### src/sv/delayed_linear_resampler_top_defines.svh
// Assertion macros used by the resampler top.
`ifndef DELAYED_LINEAR_RESAMPLER_TOP_DEFINES_SVH
`define DELAYED_LINEAR_RESAMPLER_TOP_DEFINES_SVH

// Same-cycle implication, sampled on aclk, off during reset.
`define LRS_ASSERT_NOW(label, ante, cons, msg) \
    label: assert property (@(posedge aclk) disable iff (!aresetn) (ante) |-> (cons)) \
        else $error(msg);

// Next-cycle implication, sampled on aclk, off during reset.
`define LRS_ASSERT_NEXT(label, ante, cons, msg) \
    label: assert property (@(posedge aclk) disable iff (!aresetn) (ante) |=> (cons)) \
        else $error(msg);

`endif

### src/sv/lrs_pkg.sv
`timescale 1ns / 1ps
// ----------------------------------------------------------------------------
// lrs_pkg
// Shared types and constants of the delayed linear resampler.
// ----------------------------------------------------------------------------
package lrs_pkg;

    localparam int CURVE_DEPTH_DEF = 1024;
    localparam int DATA_W          = 32;
    localparam int PROD_W          = 66;   // |dx| * |dy| < 2^66
    localparam int DIV_W           = 33;   // |dt| <= 2^32
    localparam int QUO_W           = 42;   // quotient held at 2^41
    localparam logic [QUO_W-1:0] QSAT = {1'b1, {(QUO_W-1){1'b0}}};

    typedef enum logic [1:0] {
        MODE_APPEND = 2'd0,
        MODE_QUERY  = 2'd1,
        MODE_CLEAR  = 2'd2,
        MODE_REWIND = 2'd3
    } mode_t;

    typedef struct packed {
        logic append;
        logic clear;
        logic rewind;
        logic q_start;
        logic walk_step;
        logic walk_stop;
        logic rd_lo;
        logic setup;
        logic mul0;
        logic mul1;
        logic div_start;
        logic out_load;
    } lrs_cmd_t;

    typedef struct packed {
        logic short_curve;
        logic walk_more;
        logic div_done;
        logic out_free;
    } lrs_status_t;

endpackage

### src/sv/lrs_ctrl.sv
`timescale 1ns / 1ps
// ----------------------------------------------------------------------------
// lrs_ctrl
// Sequencer: decodes items, walks the segment, runs multiply and divide.
// ----------------------------------------------------------------------------
module lrs_ctrl
    import lrs_pkg::*;
(
    input  logic        aclk,
    input  logic        aresetn,
    input  logic        s_tvalid,
    output logic        s_tready,
    input  logic [1:0]  s_tuser,
    input  lrs_status_t status,
    output lrs_cmd_t    cmd
);
    typedef enum logic [9:0] {
        ST_IDLE   = 10'b00_0000_0001,
        ST_WRD    = 10'b00_0000_0010,
        ST_WCHK   = 10'b00_0000_0100,
        ST_RLO    = 10'b00_0000_1000,
        ST_SETUP  = 10'b00_0001_0000,
        ST_MUL0   = 10'b00_0010_0000,
        ST_MUL1   = 10'b00_0100_0000,
        ST_DSTART = 10'b00_1000_0000,
        ST_DWAIT  = 10'b01_0000_0000,
        ST_OUTW   = 10'b10_0000_0000
    } state_t;

    state_t state_reg, state_next;
    mode_t  mode;
    logic   accept;

    assign mode     = mode_t'(s_tuser);
    assign s_tready = state_reg == ST_IDLE;
    assign accept   = s_tvalid && s_tready;

    always_comb begin
        state_next = state_reg;
        cmd        = '0;
        case (state_reg)
            ST_IDLE: begin
                if (accept) begin
                    case (mode)
                        MODE_APPEND: cmd.append = 1'b1;
                        MODE_CLEAR:  cmd.clear  = 1'b1;
                        MODE_REWIND: cmd.rewind = 1'b1;
                        MODE_QUERY: begin
                            cmd.q_start = 1'b1;
                            state_next  = status.short_curve ? ST_OUTW : ST_WRD;
                        end
                        default: ;
                    endcase
                end
            end
            ST_WRD: state_next = ST_WCHK;
            ST_WCHK: begin
                if (status.walk_more) begin
                    cmd.walk_step = 1'b1;
                    state_next    = ST_WRD;
                end else begin
                    cmd.walk_stop = 1'b1;
                    state_next    = ST_RLO;
                end
            end
            ST_RLO: begin
                cmd.rd_lo  = 1'b1;
                state_next = ST_SETUP;
            end
            ST_SETUP: begin
                cmd.setup  = 1'b1;
                state_next = ST_MUL0;
            end
            ST_MUL0: begin
                cmd.mul0   = 1'b1;
                state_next = ST_MUL1;
            end
            ST_MUL1: begin
                cmd.mul1   = 1'b1;
                state_next = ST_DSTART;
            end
            ST_DSTART: begin
                cmd.div_start = 1'b1;
                state_next    = ST_DWAIT;
            end
            ST_DWAIT: begin
                if (status.div_done) state_next = ST_OUTW;
            end
            ST_OUTW: begin
                // hold until the output register is free
                if (status.out_free) begin
                    cmd.out_load = 1'b1;
                    state_next   = ST_IDLE;
                end
            end
            default: state_next = ST_IDLE;
        endcase
    end

    always_ff @(posedge aclk) begin
        if (!aresetn) begin
            state_reg <= ST_IDLE;
        end else begin
            state_reg <= state_next;
        end
    end

endmodule

### config.mk
export PLATFORM = sky130hd
export DESIGN_NAME = lrs_ctrl
export DESIGN_NICKNAME = d
export VERILOG_FILES = /design/src/sv/delayed_linear_resampler_top_defines.svh /design/src/sv/lrs_pkg.sv /design/src/sv/lrs_ctrl.sv
export SDC_FILE = /design/constraint.sdc
export NUM_CORES = 1
export LEC_CHECK = 0
export BUFFER_PORTS_ARGS = -buffer_cell sky130_fd_sc_hd__buf_4
export CAP_MARGIN = 25
export CORE_ASPECT_RATIO = 1.1
export CORE_MARGIN = 2
export CORE_UTILIZATION = 30
export DETAILED_ROUTE_END_ITERATION = 7
export GPL_TIMING_DRIVEN = 1
export HOLD_SLACK_MARGIN = 0.08
export PLACE_DENSITY = 0.48
export SLEW_MARGIN = 5
export SYNTH_ARGS = -nofsm -noshare
export SYNTH_HDL_FRONTEND = slang
export SYNTH_SLANG_ARGS = --single-unit
export TNS_END_PERCENT = 10
### constraint.sdc
create_clock -name aclk -period 2.35 [get_ports aclk]
set_input_delay 0.3525 -clock aclk [delete_from_list [all_inputs] [get_ports aclk]]
set_output_delay 0.3525 -clock aclk [all_outputs]
set_load 0.005 [all_outputs]
==> qor.csv <==
stage,metric,value,unit
sta,finalSetupViolCount,0,
synth,synth.area.top_cells,"dfxtp_1 30%, nor2_1 6.2%, nor3_1 4.5%, o211a_1 4.5%, a2111oi_4 4.1%",
global_route,grt_usage,13.9,%
layout,num-fill-cells,216,
worst_hold_path,holdPathStages,2,
critical_path,setup.worst_path.class,flip-flop to primary output,
floorplanning,die_x,48.9,um
synth,syn-num-nets,89,
global_route,antenna_found_initial,0,
critical_path,worstPathArrival,1.78,ns
worst_hold_path,hp-class,primary input to flip-flop,
synth,synth_top_area_cell,dfxtp_1,
sta,period_share,91.0,%
synth,netlist_instances,80,
synth,yosysMostFrequentCell,nor2_1,
clock_tree,cts_num_sinks,10,
routing,antenna_left,0,
global_route,grt_start_max_net_pins,9,
sta,report.final.slew_viol_count,0,
global_route,overflow,0,
layout,drive_gt1_share,35.2,%
clock_tree,clk_latency,0.28,ns
outcome,run_status,"complete, no violations",
worst_hold_path,min-delay-start,status[2],
job,maxCapViolations,0,
synth,ys.flop_type,dfxtp_1,
critical_path,ff2ff_setup_slack,0.57,ns
clock_tree,cts-htree-levels,1,
sta,tightest_slew,0.551,ns
clock_tree,cts_root_buf,clkbuf_4,
global_route,grt_pass1_vias,616,
synth,yosys-top-cells-count,"11 x nor2_1, 10 x dfxtp_1, 6 x inv_1, 6 x nand2_1, 6 x nor3_1",
routing,drt_pre_antenna_iters,4,
synth,synth_area,666,um2
synth,seq_area_frac_synth,30.1,%
clock_tree,cts_buffer_depth,2,
floorplanning,core_area,2040,um2
synth,syn_area_per_cell,8.32,um2
floorplanning,num_io_pins,22,
routing,wire_per_inst,12.8,um
sta,tns,0,ns
place,gp_congestion,0.788,
floorplanning,die_y,53.4,um
synth,async_flop_share,0,%
floorplanning,initial_core_util,32.6,%
synth,ys_types,31,
critical_path,startpoint_type,flip-flop,
floorplanning,rows,17,
critical_path,path_max_fanout,4,
routing,via_per_inst,5.10,
layout,largest_reg_flops,10,
clock_tree,cts_buffers,3,
place,hpwl,1370,um
critical_path,slowest_delay,0.62,ns
critical_path,cp.required,2.00,ns
sta,final.min_clock_period,2.14,ns
floorplanning,fp.dieArea,2610,um2
sta,clock.fmax,0.468,GHz
pwr,powerDensity,835,nW/um2
critical_path,worst_r2r_path_depth,5,
critical_path,r2r_end,state_reg[2]$_SDFFE_PN0P_,
worst_hold_path,hold_end,state_reg[3]$_SDFFE_PN0P_,
layout,diodes,0,
clock_tree,cts_hold_buf,0,
sta,hold_violations,0,
routing,drc,0,
clock_tree,post_cts_resized,0,
routing,finalWirelength,1740,um
clock_tree,post_cts_buffers,0,
place,port_buffers,21,
routing,routed-via-count,694,
clock_tree,clkTransAtPathRegs,0.07,ns
layout,syn2layout_area_growth,39.1,%
sta,fin_worst_skew,0.00602,ns
global_route,grt_pass1_wl,2700,um
critical_path,worstPathCellList,"or4b_2, or2_2, inv_1, buf_4",
pwr,vdd_drop_max,0.000444,V
synth,synth_top_area_share,30.1,%
synth,synth_seq_cells,10,
layout,finalNetCount,118,
sta,rsz0062_at_grt,no,
pwr,power.total,0.773,mW
synth,ys_warn_count,0,
critical_path,slowest_stage,or4b_2,
critical_path,end_kind,primary output,
synth,synth-edff-count,0,
clock_tree,cts_tree,done,
routing,drt-initial-drc-count,13,
sta,relSlewSlack,62.8,%
pwr,leakagePower,0.430,nW
critical_path,r2r-start,state_reg[5]$_SDFFE_PN0P_,
## cells in the final DEF (no fill, tap or decap)
master     count
a31oi_1        2
nor4_4         1
xor2_1         1
a2111oi_4      1
or3b_1         1
o21ba_1        1
nor2b_1        4
nor2_2         1
dfxtp_1       10
a21oi_1        1
nand3b_1       2
nor4b_2        1
o211a_1        3
o41ai_1        1
o21ai_1        1
nand4_1        2
o21ai_0        3
buf_4         24
inv_1          6
and4_1         1
nor2_1        10
nor3b_1        3
or2_2          1
a2bb2oi_1      1
clkbuf_4       3
a41oi_1        1
clkbuf_8       1
nand3_2        1
or4b_2         1
nand4_2        1
nand3_1        3
o211ai_1       1
and4bb_2       2
nand2_1        6
nor3_1         6
## layout make-up
cell class | instances | area, um2 | share of cell area (%)
clock buffers | 4 | 36.3 | 3.92
flip-flops and latches | 10 | 200 | 21.6
inverters | 6 | 22.5 | 2.43
multi-input cells | 64 | 452 | 48.8
well taps | 28 | 35.0 | 3.78
repair buffers | 24 | 180 | 19.5
## worst max-delay path: cells and delay by family (launching register included)
| family | cells | cell delay, ns |
|---|---|---|
| and+or+nand+nor | 2 | 0.93 |
| DFF | 1 | 0.42 |
| buffers and inverters | 2 | 0.16 |
## worst max-delay path by stage
| stage | startpoint | endpoint | slack, ns | cells after the start |
|---|---|---|---|---|
| after CTS | state_reg[1]$_SDFFE_PN0P_ | cmd[10] | 0.16 | 6 |
| final | state_reg[7]$_SDFFE_PN0P_ | cmd[1] | 0.21 | 4 |
| after global placement | state_reg[8]$_SDFFE_PN0P_ | cmd[1] | 0.46 | 5 |
| after global routing | state_reg[1]$_SDFFE_PN0P_ | cmd[10] | 0.10 | 6 |
| after detailed placement | state_reg[1]$_SDFFE_PN0P_ | cmd[10] | 0.46 | 6 |
| after floorplan | state_reg[7]$_SDFFE_PN0P_ | cmd[10] | 0.60 | 5 |
## power by group
group	internal [mW]	switching, mW	total, mW
logic	0.180	0.205	0.385
registers	0.192	0.0331	0.225
clock network	0.0943	0.0683	0.163
## through the flow
step / std cells / area, um2 / hold slack (ns) / utilization, % / worst slack (ns)
6_report: 136 / 926 / 0.249 / 45.3 / 0.213
5_1_grt: 136 / 926 / 0.248 / 45.3 / 0.101
4_1_cts: 136 / 917 / 0.249 / 44.9 / 0.156
3_5_place_dp: 132 / 881 / 0.542 / 43.1 / 0.462
3_3_place_gp: 132 / 881 / 0.539 / 43.1 / 0.457
2_1_floorplan: 80 / 666 / 0.432 / - / 0.602
## routing by layer
layer	wire length (um)	share of wire (%)	up-vias	global-route usage (%)
met5	0	0	-	0
met2	909	52	18	27.2
met3	81	4.7	3	4.52
met4	21	1.2	0	5.71
li1	-	-	358	-
met1	722	42	315	13.6
## cell families (layout without fill, tap and decap cells)
logic type	count (synthesis)	after routing	share of synthesized area, %
AOI/OAI and AO/OA	16	16	20.9
buffers and inverters	6	34	3.38
and+or+nand+nor	47	47	44.4
xor gates and xnor gates	1	1	1.32
DFF	10	10	30.1
Power figures use the tool's default switching activity.
